**src/hdl/hsvs_pkg.sv**
```systemverilog
`default_nettype none

package hsvs_pkg;

  localparam int unsigned HueSteps  = 43;
  localparam int unsigned FracScale = 6;
  localparam logic [7:0]  FullLevel = 8'hFF;
  localparam int unsigned FixShift  = 8;

  typedef enum logic [2:0] {
    RGN_RED_YEL  = 3'd0,
    RGN_YEL_GRN  = 3'd1,
    RGN_GRN_CYN  = 3'd2,
    RGN_CYN_BLU  = 3'd3,
    RGN_BLU_MAG  = 3'd4,
    RGN_MAG_RED  = 3'd5
  } region_e;

  // first-stage word: hue split into region and fraction
  typedef struct packed {
    logic       valid;
    logic       grey;
    region_e    region;
    logic [7:0] frac;
    logic [7:0] sat;
    logic [7:0] val;
    logic [7:0] bright;
  } split_t;

  // level word: p, q, t ready for channel selection
  typedef struct packed {
    logic       valid;
    logic       grey;
    region_e    region;
    logic [7:0] val;
    logic [7:0] p;
    logic [7:0] q;
    logic [7:0] t;
    logic [7:0] bright;
  } level_t;

  function automatic logic [7:0] region_base(region_e r);
    logic [7:0] b;
    unique case (r)
      RGN_RED_YEL: b = 8'(0 * HueSteps);
      RGN_YEL_GRN: b = 8'(1 * HueSteps);
      RGN_GRN_CYN: b = 8'(2 * HueSteps);
      RGN_CYN_BLU: b = 8'(3 * HueSteps);
      RGN_BLU_MAG: b = 8'(4 * HueSteps);
      RGN_MAG_RED: b = 8'(5 * HueSteps);
      default:     b = 8'd0;
    endcase
    return b;
  endfunction

endpackage

`default_nettype wire

```
**src/hdl/hsv_to_rgb_scaled_top.sv**
```systemverilog
// An accepted word passes the u_region, u_levels (a, then b) and u_scale registers, in that order, to valid_o.
// Throughput: one word per cycle while busy is low; busy is registered and falls once reset is released.
// Stages: region split, p/q/t factors, p/q/t products, channel select with brightness.
// Results are presented for one cycle and cannot be stalled by the receiver.
// Reset (rst_ni low, asynchronous) clears all valid bits; busy is high while in reset.
`default_nettype none

module hsv_to_rgb_scaled_top (
  input  wire logic       clk_i,
  input  wire logic       rst_ni,
  input  wire logic       start,
  output logic            busy,
  input  wire logic [7:0] hue_i,
  input  wire logic [7:0] saturation_i,
  input  wire logic [7:0] value_i,
  input  wire logic [7:0] brightness_i,
  output logic            valid_o,
  output logic [7:0]      red_o,
  output logic [7:0]      green_o,
  output logic [7:0]      blue_o
);

  logic             busy_q;
  logic             accept;
  hsvs_pkg::split_t split;
  hsvs_pkg::level_t level;

  always_ff @(posedge clk_i or negedge rst_ni) begin
    if (!rst_ni) begin
      busy_q <= 1'b1;
    end else begin
      busy_q <= 1'b0;
    end
  end

  assign busy   = busy_q;
  assign accept = start && !busy_q;

  hsvs_region u_region (
    .clk_i        (clk_i),
    .rst_ni       (rst_ni),
    .valid_i      (accept),
    .hue_i        (hue_i),
    .saturation_i (saturation_i),
    .value_i      (value_i),
    .brightness_i (brightness_i),
    .split_o      (split)
  );

  hsvs_levels u_levels (
    .clk_i   (clk_i),
    .rst_ni  (rst_ni),
    .split_i (split),
    .level_o (level)
  );

  hsvs_scale u_scale (
    .clk_i   (clk_i),
    .rst_ni  (rst_ni),
    .level_i (level),
    .valid_o (valid_o),
    .red_o   (red_o),
    .green_o (green_o),
    .blue_o  (blue_o)
  );

  a_latency: assert property (@(posedge clk_i) disable iff (!rst_ni)
    accept |-> ##4 valid_o)
    else $error("accepted word did not emerge after 4 cycles");

  a_grey_out: assert property (@(posedge clk_i) disable iff (!rst_ni)
    (level.valid && level.grey) |=> (red_o == green_o && green_o == blue_o))
    else $error("grey word produced unequal channels");

  a_valid_chain: assert property (@(posedge clk_i) disable iff (!rst_ni)
    split.valid |=> ##1 level.valid)
    else $error("valid bit lost inside the pipeline");

endmodule

`default_nettype wire

```
**src/hdl/hsvs_region.sv**
```systemverilog
`default_nettype none

module hsvs_region (
  input  wire logic            clk_i,
  input  wire logic            rst_ni,
  input  wire logic            valid_i,
  input  wire logic [7:0]      hue_i,
  input  wire logic [7:0]      saturation_i,
  input  wire logic [7:0]      value_i,
  input  wire logic [7:0]      brightness_i,
  output hsvs_pkg::split_t     split_o
);

  hsvs_pkg::region_e region;
  logic [7:0]        offset_full;
  logic [5:0]        offset;
  logic [7:0]        frac;
  logic              valid_q;
  hsvs_pkg::split_t  data_q;

  always_comb begin
    priority if (hue_i >= 8'(5 * hsvs_pkg::HueSteps)) begin
      region = hsvs_pkg::RGN_MAG_RED;
    end else if (hue_i >= 8'(4 * hsvs_pkg::HueSteps)) begin
      region = hsvs_pkg::RGN_BLU_MAG;
    end else if (hue_i >= 8'(3 * hsvs_pkg::HueSteps)) begin
      region = hsvs_pkg::RGN_CYN_BLU;
    end else if (hue_i >= 8'(2 * hsvs_pkg::HueSteps)) begin
      region = hsvs_pkg::RGN_GRN_CYN;
    end else if (hue_i >= 8'(1 * hsvs_pkg::HueSteps)) begin
      region = hsvs_pkg::RGN_YEL_GRN;
    end else begin
      region = hsvs_pkg::RGN_RED_YEL;
    end
  end

  assign offset_full = hue_i - hsvs_pkg::region_base(region);
  assign offset      = offset_full[5:0];
  // offset * 6 as 4x + 2x, at most 252
  assign frac        = {offset, 2'b00} + {1'b0, offset, 1'b0};

  always_ff @(posedge clk_i or negedge rst_ni) begin
    if (!rst_ni) begin
      valid_q <= 1'b0;
    end else begin
      valid_q <= valid_i;
    end
  end

  always_ff @(posedge clk_i) begin
    data_q.valid  <= 1'b0;
    data_q.grey   <= (saturation_i == 8'd0);
    data_q.region <= region;
    data_q.frac   <= frac;
    data_q.sat    <= saturation_i;
    data_q.val    <= value_i;
    data_q.bright <= brightness_i;
  end

  always_comb begin
    split_o       = data_q;
    split_o.valid = valid_q;
  end

endmodule

`default_nettype wire

```
**src/hdl/hsvs_levels.sv**
```systemverilog
`default_nettype none

module hsvs_levels (
  input  wire logic            clk_i,
  input  wire logic            rst_ni,
  input  hsvs_pkg::split_t     split_i,
  output hsvs_pkg::level_t     level_o
);

  logic [15:0] sf_prod;
  logic [15:0] st_prod;

  logic              valid_a_q;
  logic              grey_a_q;
  hsvs_pkg::region_e region_a_q;
  logic [7:0]        val_a_q;
  logic [7:0]        bright_a_q;
  logic [7:0]        inv_p_a_q;
  logic [7:0]        inv_q_a_q;
  logic [7:0]        inv_t_a_q;

  logic [15:0] p_prod;
  logic [15:0] q_prod;
  logic [15:0] t_prod;

  logic             valid_b_q;
  hsvs_pkg::level_t data_b_q;

  assign sf_prod = 16'(split_i.sat) * 16'(split_i.frac);
  assign st_prod = 16'(split_i.sat) * 16'(hsvs_pkg::FullLevel - split_i.frac);

  always_ff @(posedge clk_i or negedge rst_ni) begin
    if (!rst_ni) begin
      valid_a_q <= 1'b0;
      valid_b_q <= 1'b0;
    end else begin
      valid_a_q <= split_i.valid;
      valid_b_q <= valid_a_q;
    end
  end

  always_ff @(posedge clk_i) begin
    grey_a_q   <= split_i.grey;
    region_a_q <= split_i.region;
    val_a_q    <= split_i.val;
    bright_a_q <= split_i.bright;
    inv_p_a_q  <= hsvs_pkg::FullLevel - split_i.sat;
    inv_q_a_q  <= hsvs_pkg::FullLevel - sf_prod[15:hsvs_pkg::FixShift];
    inv_t_a_q  <= hsvs_pkg::FullLevel - st_prod[15:hsvs_pkg::FixShift];
  end

  assign p_prod = 16'(val_a_q) * 16'(inv_p_a_q);
  assign q_prod = 16'(val_a_q) * 16'(inv_q_a_q);
  assign t_prod = 16'(val_a_q) * 16'(inv_t_a_q);

  always_ff @(posedge clk_i) begin
    data_b_q.valid  <= 1'b0;
    data_b_q.grey   <= grey_a_q;
    data_b_q.region <= region_a_q;
    data_b_q.val    <= val_a_q;
    data_b_q.p      <= p_prod[15:hsvs_pkg::FixShift];
    data_b_q.q      <= q_prod[15:hsvs_pkg::FixShift];
    data_b_q.t      <= t_prod[15:hsvs_pkg::FixShift];
    data_b_q.bright <= bright_a_q;
  end

  always_comb begin
    level_o       = data_b_q;
    level_o.valid = valid_b_q;
  end

endmodule

`default_nettype wire

```
**src/hdl/hsvs_scale.sv**
```systemverilog
`default_nettype none

module hsvs_scale (
  input  wire logic            clk_i,
  input  wire logic            rst_ni,
  input  hsvs_pkg::level_t     level_i,
  output logic                 valid_o,
  output logic [7:0]           red_o,
  output logic [7:0]           green_o,
  output logic [7:0]           blue_o
);

  logic [7:0]  r_ch;
  logic [7:0]  g_ch;
  logic [7:0]  b_ch;
  logic [8:0]  gain;
  logic [16:0] r_prod;
  logic [16:0] g_prod;
  logic [16:0] b_prod;

  logic       valid_q;
  logic [7:0] red_q;
  logic [7:0] green_q;
  logic [7:0] blue_q;

  always_comb begin
    if (level_i.grey) begin
      r_ch = level_i.val;
      g_ch = level_i.val;
      b_ch = level_i.val;
    end else begin
      unique case (level_i.region)
        hsvs_pkg::RGN_RED_YEL: begin
          r_ch = level_i.val; g_ch = level_i.t;   b_ch = level_i.p;
        end
        hsvs_pkg::RGN_YEL_GRN: begin
          r_ch = level_i.q;   g_ch = level_i.val; b_ch = level_i.p;
        end
        hsvs_pkg::RGN_GRN_CYN: begin
          r_ch = level_i.p;   g_ch = level_i.val; b_ch = level_i.t;
        end
        hsvs_pkg::RGN_CYN_BLU: begin
          r_ch = level_i.p;   g_ch = level_i.q;   b_ch = level_i.val;
        end
        hsvs_pkg::RGN_BLU_MAG: begin
          r_ch = level_i.t;   g_ch = level_i.p;   b_ch = level_i.val;
        end
        default: begin
          r_ch = level_i.val; g_ch = level_i.p;   b_ch = level_i.q;
        end
      endcase
    end
  end

  assign gain   = {1'b0, level_i.bright} + 9'd1;
  assign r_prod = 17'(gain) * 17'(r_ch);
  assign g_prod = 17'(gain) * 17'(g_ch);
  assign b_prod = 17'(gain) * 17'(b_ch);

  always_ff @(posedge clk_i or negedge rst_ni) begin
    if (!rst_ni) begin
      valid_q <= 1'b0;
    end else begin
      valid_q <= level_i.valid;
    end
  end

  always_ff @(posedge clk_i) begin
    red_q   <= r_prod[15:hsvs_pkg::FixShift];
    green_q <= g_prod[15:hsvs_pkg::FixShift];
    blue_q  <= b_prod[15:hsvs_pkg::FixShift];
  end

  assign valid_o = valid_q;
  assign red_o   = red_q;
  assign green_o = green_q;
  assign blue_o  = blue_q;

endmodule

`default_nettype wire
```
**config.mk**
```make
export PLATFORM = sky130hd
export DESIGN_NAME = hsv_to_rgb_scaled_top
export DESIGN_NICKNAME = d
export VERILOG_FILES = /design/src/hdl/hsvs_pkg.sv /design/src/hdl/hsv_to_rgb_scaled_top.sv /design/src/hdl/hsvs_region.sv /design/src/hdl/hsvs_levels.sv /design/src/hdl/hsvs_scale.sv
export SDC_FILE = /design/constraint.sdc
export NUM_CORES = 1
export LEC_CHECK = 0
export ABC_AREA = 1
export ABC_CLOCK_PERIOD_IN_PS = 9100
export BUFFER_PORTS_ARGS = -buffer_cell sky130_fd_sc_hd__clkbuf_2
export CORE_MARGIN = 2
export CORE_UTILIZATION = 40
export CTS_CLUSTER_DIAMETER = 30
export CTS_CLUSTER_SIZE = 14
export DETAILED_ROUTE_END_ITERATION = 16
export GPL_TIMING_DRIVEN = 0
export SLEW_MARGIN = 20
export SYNTH_ARGS = -nofsm -noshare
export SYNTH_HDL_FRONTEND = slang
export SYNTH_SLANG_ARGS = --single-unit
```
**constraint.sdc**
```tcl
create_clock -name clk_i -period 9.1 [get_ports clk_i]
set_input_delay 0.455 -clock clk_i [delete_from_list [all_inputs] [get_ports clk_i]]
set_output_delay 0.455 -clock clk_i [all_outputs]
set_load 0.01 [all_outputs]
```
==> PnR_summary.wiki <==
{| class="wikitable"
! Metric !! Value
|-
| Run status || finished clean
|-
| Drt total wl || 51.2 mm
|-
| Number of enable-type register cells in the synthesized netlist || 0
|-
| Register bit total from synthesis || approximately 150
|-
| Number of cells on the worst reg-to-reg path || 21
|-
| Post-synthesis cell count || approximately 2700
|-
| Post CTS Setup Buffer Count || 0
|-
| First-pass DRT Iterations || 6
|-
| # H-tree levels || 4
|-
| Remaining global-route overflow || 0
|-
| Number of hold-slack violations in the final timing report || 0
|-
| Width of the chip || between 200 and 250 µm
|-
| Tot GR Track Use || 0.202
|-
| Ant. Diodes || 0
|-
| Number of standard cells in the layout, taps in and fillers out || approximately 3400
|-
| Antenna violations before repair || 0
|-
| Capturing point of the worst reg2reg path || u_scale.green_o[7]$_DFF_P_
|-
| Number of warnings issued by yosys || 0
|-
| DR vias/cell || 4.86
|-
| Min-delay worst type || in -> reg
|-
| Clock-pin slew reported for the worst setup and hold paths after clock tree synthesis || 0.07 ns
|-
| Starting utilization of the core area || 0.405
|-
| Wire length of the first global-routing pass || roughly 86 mm
|-
| Reg-to-Reg Start || u_levels.level_o[0]$_DFF_P_
|-
| Data arrival time of the critical path || roughly 7 ns
|-
| Worst hold stages || 1
|-
| Count of final max-slew check failures || 0
|-
| Cells taking the most area after synthesis || fa_1 (28%), ha_1 (16%), dfxtp_1 (14%)
|-
| Largest net degree at the start of global routing || 18
|-
| Crit path required time || 9.49 ns
|-
| Final weighted congestion of routability-driven global placement || 0.933
|-
| Min Tclk post-route || 6.50 ns
|-
| Number of buffers between clock root and the deepest sink || 2
|-
| Crit path launch || u_levels.level_o[0]$_DFF_P_
|-
| Max Clock Skew || roughly 0.018 ns
|-
| CTS tree || done
|-
| Max Clk Rate || 154 MHz
|-
| RSZ-0062 raised after global routing || false
|-
| Crit start category || register
|-
| Detailed-route via count || 16700
|-
| Worst slew pin tran || ~1 ns
|-
| Register area share after synthesis || 0.147
|-
| Die Ht || between 200 and 250 µm
|-
| Proportion of register bits with asynchronous set or reset after synthesis || 0.0329
|-
| Type of element capturing the critical path || register
|-
| Average cell area after synthesis || between 7 and 8 µm²
|-
| Most used flip-flop cell after synthesis || dfxtp_1
|-
| DP Cell Count || 3400
|-
| Proportion of layout cells with a drive suffix above 1 || 0.0596
|-
| Vias in the first global route || 17500
|-
| Remaining design rule violation count || 0
|-
| Headroom to the max-slew limit || 0.313
|-
| Num rows || a little over 80
|-
| Number of clock buffers inserted by TritonCTS || 17
|-
| Crit Path Max Fanout || 10
|-
| Drt first-iter violations || 935
|-
| Fin nets || between 3000 and 4000
|-
| Std-Cell Core Area || slightly above 0.05 mm²
|-
| Clock Latency Late Sink || roughly 0.5 ns
|-
| Area fraction of the dominant cell type after synthesis || 0.280
|-
| I/O pin total || 61
|-
| Final HPWL from detailed placement || 42.7 mm
|-
| Setup slack on the worst flop-to-flop path || around 2.6 ns
|-
| Post-CTS Hold Fix Bufs || 1
|-
| Routed len/inst || around 15 µm
|-
| Setup tns final || 0 ns
|-
| Distinct cell type count after synthesis || 57
|-
| Final period util || 0.715
|-
| Resized cells post-CTS || 0
|-
| Biggest area consumer among synthesized cells || fa_1
|-
| Net Count, Synth || about 3300
|-
| Residual antenna-violating net count after detailed routing || 0
|-
| Area growth from synthesis to layout || 8.44%
|-
| Max-cap viol count || 0
|-
| Kind of critical path || reg -> reg
|-
| Cell area after synthesis || 0.0208 mm²
|-
| Full die area || roughly 0.054 mm²
|-
| # setup viols final || 0
|-
| Port Buf Inserts || 60
|-
| CTS sink count || between 150 and 200
|-
| Crit path to || u_scale.green_o[7]$_DFF_P_
|-
| Clk Tree Root Cell || clkbuf_16
|}
-- final cells by class --
cell class / instances / area (µm²)
buffer: 69 / 287
clock buffer: 17 / 425
clock inverter: 15 / 173
fill: 5228 / 28800
inverter: 646 / 2430
multi-input combinational: 1793 / 15000
sequential: 152 / 3070
tap: 680 / 851
timing repair buffer: 61 / 310
-- state kept, by name, summed over array words and instances (netlist names), 8 cells and up --
name,count
u_levels.inv_p_a_q,8
u_levels.inv_q_a_q,8
u_scale.green_o,8
u_scale.red_o,8
u_region.split_o,35
u_levels.bright_a_q,8
u_levels.val_a_q,8
u_levels.inv_t_a_q,8
u_levels.level_o,44
u_scale.blue_o,8
-- cells by family after synthesis --
logic type	Yosys count	share of synthesized area
and+or+nand+nor	956	0.192
buffers and inverters	715	0.131
adders and majority gates	564	0.444
AOI/OAI and AO/OA	201	0.0568
DFF	152	0.147
xor gates and xnor gates	71	0.0298
other	1	0.000180
-- how the worst min path moves through the flow --
stage | start | to | slack (ns)
2_1_floorplan | rst_ni | u_levels.valid_a_q$_DFF_PN0_ | 0.16
3_3_place_gp | rst_ni | u_region.valid_q$_DFF_PN0_ | 0.27
3_5_place_dp | rst_ni | u_region.valid_q$_DFF_PN0_ | 0.28
4_1_cts | brightness_i[4] | u_region.split_o[4]$_DFF_P_ | 0.02
5_1_grt | brightness_i[2] | u_region.split_o[2]$_DFF_P_ | 0.03
6_report | brightness_i[4] | u_region.split_o[4]$_DFF_P_ | 0.06
-- metrics by stage --
stage | worst slack, ns | utilization | hold slack (ns) | cell area (µm²)
global route | 2.04 | 0.440 | 0.0332 | 22600
finish | 2.60 | 0.440 | 0.0606 | 22600
CTS | 2.54 | 0.440 | 0.0229 | 22600
global placement | 2.60 | 0.428 | 0.272 | 22000
floorplan | 3.96 | - | 0.159 | 20800
detailed placement | 2.59 | 0.428 | 0.280 | 22000
-- cells in the mapped netlist, drive strengths merged, types with 7 or more instances --
| master | instances |
|---|---|
| o21ai | 36 |
| o211ai | 12 |
| clkbuf | 62 |
| o21bai | 10 |
| a21oi | 100 |
| xnor2 | 29 |
| nor3 | 20 |
| dfxtp | 147 |
| nand2 | 613 |
| xor2 | 42 |
| nand4 | 21 |
| nand3 | 52 |
| nor2 | 230 |
| a221oi | 7 |
| o22ai | 7 |
| inv | 641 |
| fa | 291 |
| buf | 7 |
| ha | 273 |
-- critical path, cell delays in order, from the launching register on --
cell and delay (ns):
dfxtp_1 0.33, clkbuf_1 0.37, nand3_1 0.18, nand3b_1 0.23, nand3b_1 0.19, xor2_1 0.70
clkbuf_1 0.66, nor2_1 0.13, fa_1 0.51, fa_1 0.50, fa_1 0.50, inv_1 0.05
fa_1 0.48, inv_1 0.05, ha_1 0.33, a21oi_1 0.24, o21a_1 0.20, nor2_1 0.05
a2111oi_0 0.46, nand2_1 0.11, nand2_1 0.07, nand2_1 0.04
-- layer usage --
| layer | vias to the layer above | wire, µm | part of all wire | track usage |
|---|---|---|---|---|
| met4 | 0 | 1230 | 0.024 | 0.0673 |
| met2 | 431 | 24500 | 0.48 | 0.346 |
| met1 | 8019 | 23000 | 0.45 | 0.259 |
| met5 | - | 0 | 0 | 0 |
| met3 | 77 | 2490 | 0.049 | 0.0339 |
| li1 | 8156 | - | - | - |
-- cells in the final DEF, fill, tap and decap left out, drive strengths merged, types with 21 or more instances in the layout --
cell type    n
xnor2       29
o21ai       36
nand4       21
nand3       52
clkbuf     139
inv        654
fa         291
xor2        42
dfxtp      147
ha         273
nand2      613
a21oi      100
nor2       230
Power is not shown: default switching activity piles up to over one toggle a cycle in this logic, so the estimate is an artifact.
